==> src/hdl/mtj_pkg.sv <==
// Shared constants and types of the mouse to joystick axis mapper.
// No dependencies; imported by every other file but assert_macros.svh.
package mtj_pkg;

    // Field widths
    localparam int ACTION_W   = 3;
    localparam int AMOUNT_W   = 16;
    localparam int AXIS_W     = 2;
    localparam int POS_W      = 16;
    localparam int WSTEP_W    = 27;
    localparam int GAIN_W     = 19;
    localparam int AMAX_W     = 15;
    localparam int AMIN_W     = 16;
    localparam int CFG_IDX_W  = 2;
    localparam int CFG_DATA_W = 27;

    // Event kinds
    localparam logic [ACTION_W-1:0] ACT_X      = 3'd0;
    localparam logic [ACTION_W-1:0] ACT_Y      = 3'd1;
    localparam logic [ACTION_W-1:0] ACT_WHEEL  = 3'd2;
    localparam logic [ACTION_W-1:0] ACT_BUTTON = 3'd3;

    // Key state that counts as a press
    localparam logic signed [AMOUNT_W-1:0] KEY_PRESS = 16'sd1;

    // Result targets
    localparam logic [AXIS_W-1:0] AXIS_X     = 2'd0;
    localparam logic [AXIS_W-1:0] AXIS_Y     = 2'd1;
    localparam logic [AXIS_W-1:0] AXIS_BRAKE = 2'd2;
    localparam logic [AXIS_W-1:0] AXIS_SYNC  = 2'd3;

    // Configuration register indexes
    localparam logic [CFG_IDX_W-1:0] CFG_WHEEL_STEP    = 2'd0;
    localparam logic [CFG_IDX_W-1:0] CFG_FREELOOK_GAIN = 2'd1;
    localparam logic [CFG_IDX_W-1:0] CFG_AXIS_MAX      = 2'd2;
    localparam logic [CFG_IDX_W-1:0] CFG_AXIS_MIN      = 2'd3;

    // Configuration reset values
    localparam logic [WSTEP_W-1:0]       WHEEL_STEP_RST    = 27'd6710886;
    localparam logic [GAIN_W-1:0]        FREELOOK_GAIN_RST = 19'd13107;
    localparam logic [AMAX_W-1:0]        AXIS_MAX_RST      = 15'd512;
    localparam logic signed [AMIN_W-1:0] AXIS_MIN_RST      = -16'sd512;

    // Command queued from the front end to the report sequencer
    typedef enum logic {
        CMD_AXIS = 1'b0,    // one axis value, then sync
        CMD_OFF  = 1'b1     // x zero, y zero, then sync
    } cmd_kind_t;

    typedef struct packed {
        cmd_kind_t         kind;
        logic [AXIS_W-1:0] axis;
    } cmd_ctl_t;

    localparam int CTL_W = $bits(cmd_ctl_t);

endpackage

==> src/hdl/mtj_in_if.sv <==
// Mouse event channel: valid/ready handshake with action and amount.
// Depends on mtj_pkg.
interface mtj_in_if
    import mtj_pkg::*;
();
    logic                       valid;
    logic                       ready;
    logic [ACTION_W-1:0]        action;
    logic signed [AMOUNT_W-1:0] amount;

    modport source (output valid, output action, output amount, input ready);
    modport sink   (input valid, input action, input amount, output ready);
endinterface

==> src/hdl/mtj_out_if.sv <==
// Joystick report channel: valid/ready handshake with axis, position, last.
// Depends on mtj_pkg.
interface mtj_out_if
    import mtj_pkg::*;
();
    logic                    valid;
    logic                    ready;
    logic [AXIS_W-1:0]       axis;
    logic signed [POS_W-1:0] position;
    logic                    last;

    modport source (output valid, output axis, output position, output last, input ready);
    modport sink   (input valid, input axis, input position, input last, output ready);
endinterface

==> src/hdl/mouse_to_joystick_axis_mapper.sv <==
// Mouse to joystick axis mapper: top level with configuration registers,
// front end, command queue and report sequencer. Uses mtj_pkg, interfaces.
//
// Usage:
//   mouse_in (sink) takes one mouse event per transaction: action, amount.
//   joy_out (source) gives reports: axis, position, last. A wheel event or a
//   move while freelook is on yields two reports (value, sync); a button
//   press that turns freelook off yields three (x=0, y=0, sync). Other
//   events yield none. last marks the final report of an event.
//   cfg_wr_en/cfg_index/cfg_data write the four settings; write only idle.
// Timing:
//   A report passes the front end's stage 1 register, the command queue,
//   the sequencer's command register and its output register. The front
//   end takes one event per cycle while the queue has room; the report
//   sequencer sends one report per cycle while joy_out.ready is high. The
//   command queue (QUEUE_DEPTH entries) lets the front end run ahead.
// Reset: accumulators zero, freelook off, settings at defaults, no report.
// Stall: when joy_out.ready is low the report holds; the queue fills and
//   then mouse_in.ready drops until reports drain.
module mouse_to_joystick_axis_mapper
    import mtj_pkg::*;
#(
    parameter int FRAC_BITS   = 16,
    parameter int QUEUE_DEPTH = 4
)
(
    input  logic                  clk,
    input  logic                  rst_n,
    input  logic                  cfg_wr_en,
    input  logic [CFG_IDX_W-1:0]  cfg_index,
    input  logic [CFG_DATA_W-1:0] cfg_data,
    mtj_in_if.sink                mouse_in,
    mtj_out_if.source             joy_out
);
    localparam int ACC_W = POS_W + FRAC_BITS;
    localparam int Q_W   = CTL_W + ACC_W;

    // Settings
    logic [WSTEP_W-1:0]       wheel_step_reg;
    logic [GAIN_W-1:0]        freelook_gain_reg;
    logic [AMAX_W-1:0]        axis_max_reg;
    logic signed [AMIN_W-1:0] axis_min_reg;

    always_ff @(posedge clk or negedge rst_n)
    begin
        if (!rst_n)
        begin
            wheel_step_reg    <= WHEEL_STEP_RST;
            freelook_gain_reg <= FREELOOK_GAIN_RST;
            axis_max_reg      <= AXIS_MAX_RST;
            axis_min_reg      <= AXIS_MIN_RST;
        end
        else if (cfg_wr_en)
        begin
            unique case (cfg_index)
                CFG_WHEEL_STEP:    wheel_step_reg    <= cfg_data[WSTEP_W-1:0];
                CFG_FREELOOK_GAIN: freelook_gain_reg <= cfg_data[GAIN_W-1:0];
                CFG_AXIS_MAX:      axis_max_reg      <= cfg_data[AMAX_W-1:0];
                CFG_AXIS_MIN:      axis_min_reg      <= $signed(cfg_data[AMIN_W-1:0]);
                default:           wheel_step_reg    <= wheel_step_reg;
            endcase
        end
    end

    // Front end to queue
    logic                    f_valid, f_ready;
    cmd_ctl_t                f_ctl;
    logic signed [ACC_W-1:0] f_acc;

    // Queue to sequencer
    logic                    b_valid, b_ready;
    logic [Q_W-1:0]          b_data;
    cmd_ctl_t                b_ctl;
    logic signed [ACC_W-1:0] b_acc;

    mtj_front #(
        .FRAC_BITS (FRAC_BITS),
        .ACC_W     (ACC_W)
    ) u_front (
        .clk           (clk),
        .rst_n         (rst_n),
        .mouse_in      (mouse_in),
        .wheel_step    (wheel_step_reg),
        .freelook_gain (freelook_gain_reg),
        .axis_max      (axis_max_reg),
        .axis_min      (axis_min_reg),
        .cmd_valid     (f_valid),
        .cmd_ready     (f_ready),
        .cmd_ctl       (f_ctl),
        .cmd_acc       (f_acc)
    );

    mtj_fifo #(
        .WIDTH (Q_W),
        .DEPTH (QUEUE_DEPTH)
    ) u_queue (
        .clk        (clk),
        .rst_n      (rst_n),
        .push_valid (f_valid),
        .push_ready (f_ready),
        .push_data  ({f_ctl, f_acc}),
        .pop_valid  (b_valid),
        .pop_ready  (b_ready),
        .pop_data   (b_data)
    );

    assign b_ctl = cmd_ctl_t'(b_data[Q_W-1 -: CTL_W]);
    assign b_acc = $signed(b_data[ACC_W-1:0]);

    mtj_back #(
        .FRAC_BITS (FRAC_BITS),
        .ACC_W     (ACC_W)
    ) u_back (
        .clk       (clk),
        .rst_n     (rst_n),
        .cmd_valid (b_valid),
        .cmd_ready (b_ready),
        .cmd_ctl   (b_ctl),
        .cmd_acc   (b_acc),
        .joy_out   (joy_out)
    );

endmodule

==> src/hdl/mtj_fifo.sv <==
// Small flop-based command queue between front end and report sequencer.
// Depends on mtj_pkg only by convention; generic width and depth.
module mtj_fifo
    import mtj_pkg::*;
#(
    parameter int WIDTH = 8,
    parameter int DEPTH = 4
)
(
    input  logic             clk,
    input  logic             rst_n,
    input  logic             push_valid,
    output logic             push_ready,
    input  logic [WIDTH-1:0] push_data,
    output logic             pop_valid,
    input  logic             pop_ready,
    output logic [WIDTH-1:0] pop_data
);
    localparam int PTR_W = (DEPTH > 1) ? $clog2(DEPTH) : 1;
    localparam int CNT_W = $clog2(DEPTH + 1);

    logic [WIDTH-1:0] mem [DEPTH];
    logic [PTR_W-1:0] wr_ptr_reg, wr_ptr_next;
    logic [PTR_W-1:0] rd_ptr_reg, rd_ptr_next;
    logic [CNT_W-1:0] count_reg, count_next;
    logic             do_push, do_pop;

    assign push_ready = (count_reg != CNT_W'(DEPTH));
    assign pop_valid  = (count_reg != '0);
    assign pop_data   = mem[rd_ptr_reg];
    assign do_push    = push_valid && push_ready;
    assign do_pop     = pop_valid && pop_ready;

    // Pointer wrap and occupancy
    always_comb
    begin
        wr_ptr_next = wr_ptr_reg;
        rd_ptr_next = rd_ptr_reg;
        count_next  = count_reg;
        if (do_push)
        begin
            wr_ptr_next = (wr_ptr_reg == PTR_W'(DEPTH - 1)) ? '0 : wr_ptr_reg + 1'b1;
        end
        if (do_pop)
        begin
            rd_ptr_next = (rd_ptr_reg == PTR_W'(DEPTH - 1)) ? '0 : rd_ptr_reg + 1'b1;
        end
        if (do_push && !do_pop)
        begin
            count_next = count_reg + 1'b1;
        end
        else if (do_pop && !do_push)
        begin
            count_next = count_reg - 1'b1;
        end
    end

    always_ff @(posedge clk or negedge rst_n)
    begin
        if (!rst_n)
        begin
            wr_ptr_reg <= '0;
            rd_ptr_reg <= '0;
            count_reg  <= '0;
        end
        else
        begin
            wr_ptr_reg <= wr_ptr_next;
            rd_ptr_reg <= rd_ptr_next;
            count_reg  <= count_next;
        end
    end

    // Storage
    always_ff @(posedge clk)
    begin
        if (do_push)
        begin
            mem[wr_ptr_reg] <= push_data;
        end
    end

endmodule

==> src/hdl/mtj_front.sv <==
// Front end: accepts mouse events, scales deltas, updates the clamped
// accumulators and freelook state, and queues report commands. Uses mtj_pkg.
module mtj_front
    import mtj_pkg::*;
#(
    parameter int FRAC_BITS = 16,
    parameter int ACC_W     = 32
)
(
    input  logic                     clk,
    input  logic                     rst_n,
    mtj_in_if.sink                   mouse_in,
    input  logic [WSTEP_W-1:0]       wheel_step,
    input  logic [GAIN_W-1:0]        freelook_gain,
    input  logic [AMAX_W-1:0]        axis_max,
    input  logic signed [AMIN_W-1:0] axis_min,
    output logic                     cmd_valid,
    input  logic                     cmd_ready,
    output cmd_ctl_t                 cmd_ctl,
    output logic signed [ACC_W-1:0]  cmd_acc
);
    localparam int PROD_W = AMOUNT_W + WSTEP_W + 1;
    localparam int SUM_W  = ((ACC_W > PROD_W) ? ACC_W : PROD_W) + 1;

    // Stage 1: registered event and scaled delta
    logic                      s1_valid_reg;
    logic [ACTION_W-1:0]       s1_action_reg;
    logic                      s1_press_reg;
    logic signed [PROD_W-1:0]  s1_prod_reg;
    logic [WSTEP_W-1:0]        mult_op;
    logic signed [PROD_W-1:0]  prod;
    logic                      s1_adv;

    // Accumulator state
    logic signed [ACC_W-1:0] pedal_acc_reg, pedal_acc_next;
    logic signed [ACC_W-1:0] look_x_acc_reg, look_x_acc_next;
    logic signed [ACC_W-1:0] look_y_acc_reg, look_y_acc_next;
    logic                    look_on_reg, look_on_next;

    // Stage 2 datapath
    logic signed [ACC_W-1:0] acc_cur, acc_new, lim_hi, lim_lo;
    logic signed [SUM_W-1:0] sum_w, hi_w, lo_w, clamp_w;
    logic                    do_push;

    assign mouse_in.ready = !s1_valid_reg || cmd_ready;
    assign s1_adv         = s1_valid_reg && cmd_ready;

    // Scale factor: wheel step for the pedal, freelook gain for moves
    assign mult_op = (mouse_in.action == ACT_WHEEL) ? wheel_step : WSTEP_W'(freelook_gain);
    assign prod    = PROD_W'(mouse_in.amount * $signed({1'b0, mult_op}));

    always_ff @(posedge clk or negedge rst_n)
    begin
        if (!rst_n)
        begin
            s1_valid_reg <= 1'b0;
        end
        else if (mouse_in.ready)
        begin
            s1_valid_reg <= mouse_in.valid;
        end
    end

    always_ff @(posedge clk)
    begin
        if (mouse_in.valid && mouse_in.ready)
        begin
            s1_action_reg <= mouse_in.action;
            s1_press_reg  <= (mouse_in.amount == KEY_PRESS);
            s1_prod_reg   <= prod;
        end
    end

    // Pick the accumulator that this event touches
    always_comb
    begin
        unique case (s1_action_reg)
            ACT_WHEEL: acc_cur = pedal_acc_reg;
            ACT_Y:     acc_cur = look_y_acc_reg;
            default:   acc_cur = look_x_acc_reg;
        endcase
    end

    // Add and clamp: upper limit first, so crossed limits give the lower one
    assign lim_hi  = {1'b0, axis_max, {FRAC_BITS{1'b0}}};
    assign lim_lo  = {axis_min, {FRAC_BITS{1'b0}}};
    assign hi_w    = SUM_W'(lim_hi);
    assign lo_w    = SUM_W'(lim_lo);
    assign sum_w   = SUM_W'(acc_cur) + SUM_W'(s1_prod_reg);
    assign clamp_w = (sum_w > hi_w) ? ((hi_w < lo_w) ? lo_w : hi_w)
                                    : ((sum_w < lo_w) ? lo_w : sum_w);
    assign acc_new = clamp_w[ACC_W-1:0];

    // Classify and decide state updates and the queued command
    always_comb
    begin
        do_push         = 1'b0;
        cmd_ctl.kind    = CMD_AXIS;
        cmd_ctl.axis    = AXIS_BRAKE;
        cmd_acc         = acc_new;
        pedal_acc_next  = pedal_acc_reg;
        look_x_acc_next = look_x_acc_reg;
        look_y_acc_next = look_y_acc_reg;
        look_on_next    = look_on_reg;
        unique case (s1_action_reg)
            ACT_WHEEL:
            begin
                do_push        = 1'b1;
                pedal_acc_next = acc_new;
            end
            ACT_X:
            begin
                if (look_on_reg)
                begin
                    do_push         = 1'b1;
                    cmd_ctl.axis    = AXIS_X;
                    look_x_acc_next = acc_new;
                end
            end
            ACT_Y:
            begin
                if (look_on_reg)
                begin
                    do_push         = 1'b1;
                    cmd_ctl.axis    = AXIS_Y;
                    look_y_acc_next = acc_new;
                end
            end
            ACT_BUTTON:
            begin
                if (s1_press_reg)
                begin
                    look_on_next = !look_on_reg;
                    if (look_on_reg)
                    begin
                        // freelook off: recenter both look axes
                        do_push         = 1'b1;
                        cmd_ctl.kind    = CMD_OFF;
                        cmd_ctl.axis    = AXIS_X;
                        cmd_acc         = '0;
                        look_x_acc_next = '0;
                        look_y_acc_next = '0;
                    end
                end
            end
            default:
            begin
                do_push = 1'b0;
            end
        endcase
    end

    assign cmd_valid = s1_valid_reg && do_push;

    always_ff @(posedge clk or negedge rst_n)
    begin
        if (!rst_n)
        begin
            pedal_acc_reg  <= '0;
            look_x_acc_reg <= '0;
            look_y_acc_reg <= '0;
            look_on_reg    <= 1'b0;
        end
        else if (s1_adv)
        begin
            pedal_acc_reg  <= pedal_acc_next;
            look_x_acc_reg <= look_x_acc_next;
            look_y_acc_reg <= look_y_acc_next;
            look_on_reg    <= look_on_next;
        end
    end

endmodule

==> src/hdl/mtj_back.sv <==
// Report sequencer: takes queued commands, rounds their values, emits one
// report per cycle via an output register when not stalled. Uses mtj_pkg.
module mtj_back
    import mtj_pkg::*;
#(
    parameter int FRAC_BITS = 16,
    parameter int ACC_W     = 32
)
(
    input  logic                    clk,
    input  logic                    rst_n,
    input  logic                    cmd_valid,
    output logic                    cmd_ready,
    input  cmd_ctl_t                cmd_ctl,
    input  logic signed [ACC_W-1:0] cmd_acc,
    mtj_out_if.source               joy_out
);
    localparam logic [ACC_W:0] HALF = (ACC_W + 1)'(1) << (FRAC_BITS - 1);

    localparam logic [1:0] BEAT_FIRST  = 2'd0;
    localparam logic [1:0] BEAT_SECOND = 2'd1;
    localparam logic [1:0] BEAT_THIRD  = 2'd2;

    // Command being played out
    logic                    cur_valid_reg;
    cmd_ctl_t                cur_ctl_reg;
    logic signed [ACC_W-1:0] cur_acc_reg;
    logic [1:0]              beat_reg, beat_next;

    // Output register
    logic                    out_valid_reg;
    logic [AXIS_W-1:0]       out_axis_reg;
    logic signed [POS_W-1:0] out_pos_reg;
    logic                    out_last_reg;

    logic                    out_free, emit, beat_is_last;
    logic [AXIS_W-1:0]       beat_axis;
    logic signed [POS_W-1:0] beat_pos;
    logic signed [ACC_W:0]   rnd_sum;
    logic [ACC_W:0]          rnd_bias;

    assign out_free     = !out_valid_reg || joy_out.ready;
    assign emit         = cur_valid_reg && out_free;
    assign beat_is_last = (cur_ctl_reg.kind == CMD_OFF) ? (beat_reg == BEAT_THIRD)
                                                        : (beat_reg == BEAT_SECOND);
    assign cmd_ready    = !cur_valid_reg || (emit && beat_is_last);
    assign beat_next    = beat_is_last ? BEAT_FIRST : beat_reg + 1'b1;

    // Round half away from zero: bias by half, one less when negative
    assign rnd_bias = cur_acc_reg[ACC_W-1] ? HALF - 1'b1 : HALF;
    assign rnd_sum  = $signed({cur_acc_reg[ACC_W-1], cur_acc_reg}) + $signed(rnd_bias);

    // Report fields of the current beat
    always_comb
    begin
        unique case (beat_reg)
            BEAT_FIRST:
            begin
                beat_axis = cur_ctl_reg.axis;
                beat_pos  = rnd_sum[FRAC_BITS +: POS_W];
            end
            BEAT_SECOND:
            begin
                beat_axis = (cur_ctl_reg.kind == CMD_OFF) ? AXIS_Y : AXIS_SYNC;
                beat_pos  = '0;
            end
            default:
            begin
                beat_axis = AXIS_SYNC;
                beat_pos  = '0;
            end
        endcase
    end

    // Control state
    always_ff @(posedge clk or negedge rst_n)
    begin
        if (!rst_n)
        begin
            cur_valid_reg <= 1'b0;
            beat_reg      <= BEAT_FIRST;
            out_valid_reg <= 1'b0;
        end
        else
        begin
            if (cmd_ready)
            begin
                cur_valid_reg <= cmd_valid;
            end
            if (emit)
            begin
                beat_reg <= beat_next;
            end
            if (emit)
            begin
                out_valid_reg <= 1'b1;
            end
            else if (joy_out.ready)
            begin
                out_valid_reg <= 1'b0;
            end
        end
    end

    // Payload registers
    always_ff @(posedge clk)
    begin
        if (cmd_ready && cmd_valid)
        begin
            cur_ctl_reg <= cmd_ctl;
            cur_acc_reg <= cmd_acc;
        end
        if (emit)
        begin
            out_axis_reg <= beat_axis;
            out_pos_reg  <= beat_pos;
            out_last_reg <= beat_is_last;
        end
    end

    assign joy_out.valid    = out_valid_reg;
    assign joy_out.axis     = out_axis_reg;
    assign joy_out.position = out_pos_reg;
    assign joy_out.last     = out_last_reg;

endmodule

==> src/flat_wrapper.sv <==
// flat-port wrapper written by rule: the top's interface ports become plain ports
module mouse_to_joystick_axis_mapper_flat import mtj_pkg::*;
#(
    parameter int FRAC_BITS   = 16,
    parameter int QUEUE_DEPTH = 4
)
  (clk, rst_n, cfg_wr_en, cfg_index, cfg_data, mouse_in_valid, mouse_in_action, mouse_in_amount, mouse_in_ready, joy_out_valid, joy_out_axis, joy_out_position, joy_out_last, joy_out_ready);
  mtj_in_if mouse_in_i ();
  mtj_out_if joy_out_i ();
  input  logic clk;
  input  logic rst_n;
  input  logic cfg_wr_en;
  input  logic [CFG_IDX_W-1:0] cfg_index;
  input  logic [CFG_DATA_W-1:0] cfg_data;
  input wire logic [$bits(mouse_in_i.valid)-1:0] mouse_in_valid;
  input wire logic [$bits(mouse_in_i.action)-1:0] mouse_in_action;
  input wire logic [$bits(mouse_in_i.amount)-1:0] mouse_in_amount;
  output wire logic [$bits(mouse_in_i.ready)-1:0] mouse_in_ready;
  output wire logic [$bits(joy_out_i.valid)-1:0] joy_out_valid;
  output wire logic [$bits(joy_out_i.axis)-1:0] joy_out_axis;
  output wire logic [$bits(joy_out_i.position)-1:0] joy_out_position;
  output wire logic [$bits(joy_out_i.last)-1:0] joy_out_last;
  input wire logic [$bits(joy_out_i.ready)-1:0] joy_out_ready;
  assign mouse_in_i.valid = mouse_in_valid;
  assign mouse_in_i.action = mouse_in_action;
  assign mouse_in_i.amount = mouse_in_amount;
  assign mouse_in_ready = mouse_in_i.ready;
  assign joy_out_valid = joy_out_i.valid;
  assign joy_out_axis = joy_out_i.axis;
  assign joy_out_position = joy_out_i.position;
  assign joy_out_last = joy_out_i.last;
  assign joy_out_i.ready = joy_out_ready;
  mouse_to_joystick_axis_mapper #(.FRAC_BITS(FRAC_BITS), .QUEUE_DEPTH(QUEUE_DEPTH)) u_core (.clk(clk), .rst_n(rst_n), .cfg_wr_en(cfg_wr_en), .cfg_index(cfg_index), .cfg_data(cfg_data), .mouse_in(mouse_in_i), .joy_out(joy_out_i));
endmodule
==> config.mk <==
export PLATFORM = sky130hd
export DESIGN_NAME = mouse_to_joystick_axis_mapper_flat
export DESIGN_NICKNAME = d
export VERILOG_FILES = /design/src/hdl/mtj_pkg.sv /design/src/hdl/mtj_in_if.sv /design/src/hdl/mtj_out_if.sv /design/src/hdl/mouse_to_joystick_axis_mapper.sv /design/src/hdl/mtj_fifo.sv /design/src/hdl/mtj_front.sv /design/src/hdl/mtj_back.sv /design/src/flat_wrapper.sv
export SDC_FILE = /design/constraint.sdc
export NUM_CORES = 2
export LEC_CHECK = 0
export ABC_AREA = 1
export ABC_CLOCK_PERIOD_IN_PS = 6100
export BUFFER_PORTS_ARGS = -buffer_cell sky130_fd_sc_hd__buf_2
export CAP_MARGIN = 20
export CORE_MARGIN = 4
export CORE_UTILIZATION = 45
export DETAILED_ROUTE_END_ITERATION = 10
export REMOVE_ABC_BUFFERS = 1
export SKIP_LAST_GASP = 1
export SLEW_MARGIN = 20
export SYNTH_ARGS = -nofsm -noshare
export SYNTH_HDL_FRONTEND = slang
export SYNTH_SLANG_ARGS = --single-unit
==> constraint.sdc <==
create_clock -name clk -period 6.1 [get_ports clk]
set_input_delay 0.305 -clock clk [delete_from_list [all_inputs] [get_ports clk]]
set_output_delay 0.305 -clock clk [all_outputs]
set_load 0.05 [all_outputs]
==> metrics.md <==
| Metric | Value |
|---|---|
| Fillers | `7423` |
| Fin. max-slew vios | `0` |
| Vert. Die Dim | `295.4 µm` |
| Synthesized cell area | `37160 µm²` |
| Sequential-to-total area share from yosys stat | `0.3217` |
| HP Class | `primary input to flip-flop` |
| Routed wire length | `116800 µm` |
| CTS tree | `done` |
| Clk sink count | `428` |
| Vias in the first global route | `31820` |
| Status | `finished with violations` |
| Ports | `74` |
| Area delta synth->final | `25.05%` |
| Layout cells sized above 1 | `0.2264` |
| Core area | `81980 µm²` |
| First-pass GRT wire length | `180700 µm` |
| Die X | `295.4 µm` |
| Initial antenna violation count | `0` |
| Remaining antenna violation count | `0` |
| Area share of the largest cell type after synthesis | `0.1955` |
| Layout Nets | `5623` |
| Unrepaired setup endpoints after global routing | `true` |
| GRT Resource Usage Total | `0.2674` |
| Clock-pin slew on the worst setup and hold paths | `60 ps` |
| DRC errors left | `0` |
| Setup crit end kind | `flip-flop` |
| Hold_sp | `cfg_data[16]` |
| Crit path largest cell delay | `600 ps` |
| TNS Setup | `-1840 ps` |
| Clock Path Buffers | `3` |
| Port bufs | `73` |
| Worst slew pin tran | `980.6 ps` |
| Top cells by area, synth | `edfxtp_1 (20%), fa_1 (19%), dfrtp_1 (11%)` |
| WP data required | `6430 ps` |
| Number of flip-flops in the largest register | `140` |
| Largest net degree at the start of global routing | `84` |
| Setup WS post-layout | `-246.2 ps` |
| Leading cell type in the layout, fill and taps excluded | `nand2_1` |
| Post-DP HPWL | `92210 µm` |
| Final Cycle Share | `1.040` |
| Mapped Cells | `4408` |
| CP Max Fanout | `8` |
| Critical path type | `primary input to flip-flop` |
| Number of synthesized flops with an enable pin | `242` |
| Crit path DAT | `6680 ps` |
| TritonRoute pass-1 iters | `8` |
| Primary FF master, synth | `edfxtp_1` |
| Reg2Reg Launch Point | `u_core.freelook_gain_reg[14]` |
| Worst Skew | `33.19 ps` |
| Routability congestion estimate from global placement | `0.9735` |
| Ys Warns | `0` |
| Most frequent cells in the layout | `nand2_1 (919), inv_1 (682), buf_4 (451), nor2_1 (428), fa_1 (318)` |
| GRT Residual Overflow | `0` |
| CP most frequent cell | `fa_1` |
| Site Rows | `105` |
| Routed vias | `31580` |
| Final Hold Fails | `0` |
| Worst-skew pair later-pin latency | `610 ps` |
| Crit path time final | `6346 ps` |
| Max-cap check violation count | `0` |
| Achievable Freq | `0.1576 GHz` |
| Vias per inst | `5.210` |
| Mean area per synthesized cell | `8.431 µm²` |
| CP startpoint kind | `primary input` |
| Violated checks | `negative setup slack` |
| Final setup vio count | `15` |
| Ys async rst share | `0.4346` |
| H-tree lvl count | `2` |
| Number of unique standard cell types used by synthesis | `55` |
| Max stage delay cell, worst path | `fa_1` |
| CTS root buffer | `clkbuf_16` |
| Worst setup path start | `mouse_in_action[0]` |
| Slew headroom | `0.3455` |
| Register bit count reported by yosys | `428` |
| Initial Util | `0.4533` |
| TritonCTS Buffers | `49` |
| Yosys top cell by area | `edfxtp_1` |
| ANT cells | `0` |
| Die ar. | `87250 µm²` |
| WL per Instance | `19.27 µm` |
| Drt initial violations | `2074` |
-- synthesized netlist by cell type, types with 8 or more instances --
library cell  instances
nand3b_1             28
xnor2_1              23
nand2_1             970
o21ai_2              10
dfstp_2              28
xor2_1               38
o21bai_1             10
nor2_4                8
a21oi_1             141
a21o_1               11
nand2_2               9
dfrtp_1             158
o21ai_1              26
nor3_1               35
nand4_1              59
nor2_1              479
o22ai_1              35
nand3_2              10
clkbuf_1            122
inv_1               742
ha_1                270
a31oi_1              13
o21ai_0             232
edfxtp_1            242
clkinv_1             17
or2_2                21
buf_2                 9
fa_1                350
o211ai_1             17
nand3_1             227
mux2_2                9
-- cells by family after synthesis --
kind of cell               count (synthesis)  synth area share
adders and majority gates                620            0.2794
muxes                                      9          0.002727
AOI/OAI and AO/OA                        520           0.07726
and+or+nand+nor                         1867            0.2117
DFF                                      428            0.3217
buffers and inverters                    902           0.09201
xor gates and xnor gates                  62           0.01512
-- worst max-delay path: cells and delay by family --
kind | cells | cell delay [ps]
buffers and inverters | 13 | 1510
AOI/OAI and AO/OA | 4 | 550
and+or+nand+nor | 6 | 790
adders and majority gates | 7 | 3340
xor gates and xnor gates | 1 | 140
-- metrics by stage --
step                setup slack [ps]  hold WS (ps)  cell area (µm²)  utilization  instances
global placement               -1127         417.8            42310       0.5161       5881
finish                        -246.2         28.64            46470       0.5669       6061
floorplan                      -2344         9.409            36600            -       4267
CTS                           -176.5         6.055            45040       0.5494       6029
detailed placement             -1203         414.0            42320       0.5162       5881
global route                  -460.9         39.28            46470       0.5669       6061
-- routing by layer --
layer,track usage,share of wire,up-vias
li1,-,-,15110
met2,0.4683,0.49,965
met3,0.02764,0.047,271
met1,0.3392,0.41,15230
met5,0,0,-
met4,0.1129,0.051,0
-- final timing paths --
check	to	slack, ps	depth (start not counted)
worst max-delay path	u_core.u_front.s1_prod_reg[29]	-250	31
worst min-delay path	u_core.wheel_step_reg[16]	30	3
worst max register to register	u_core.u_front.s1_prod_reg[29]	-190	26
worst min register to register	u_core.u_back.joy_out.valid	480	2
max in group asynchronous	u_core.freelook_gain_reg[14]	4390	3
min in group asynchronous	u_core.u_front.look_x_acc_reg[19]	320	2
-- area by class of cell --
class | count | area [µm²] | share of cell area
clock buffer | 63 | 1351 | 0.02908
clock inverter | 29 | 281.5 | 0.006058
inverter | 761 | 2908 | 0.06257
multi-input combinational | 3078 | 23330 | 0.5021
sequential | 428 | 11960 | 0.2573
tap | 1070 | 1339 | 0.02881
timing repair buffer | 631 | 5294 | 0.1139
timing repair inverter | 1 | 8.758 | 0.0001885
-- timing repair --
| action | in CTS | in global routing |
|---|---|---|
| buffers inserted | 40 | 36 |
| cloned | 0 | 2 |
| setup endpoints to repair | 25 | 247 |
| endpoints found under the hold margin | 98 | 0 |
| gates resized for setup | 156 | 328 |
| hold buffers | 16 | 0 |
| pin swaps | 79 | 130 |
Power is not shown: default switching activity piles up to over one toggle a cycle in this logic, so the estimate is an artifact.
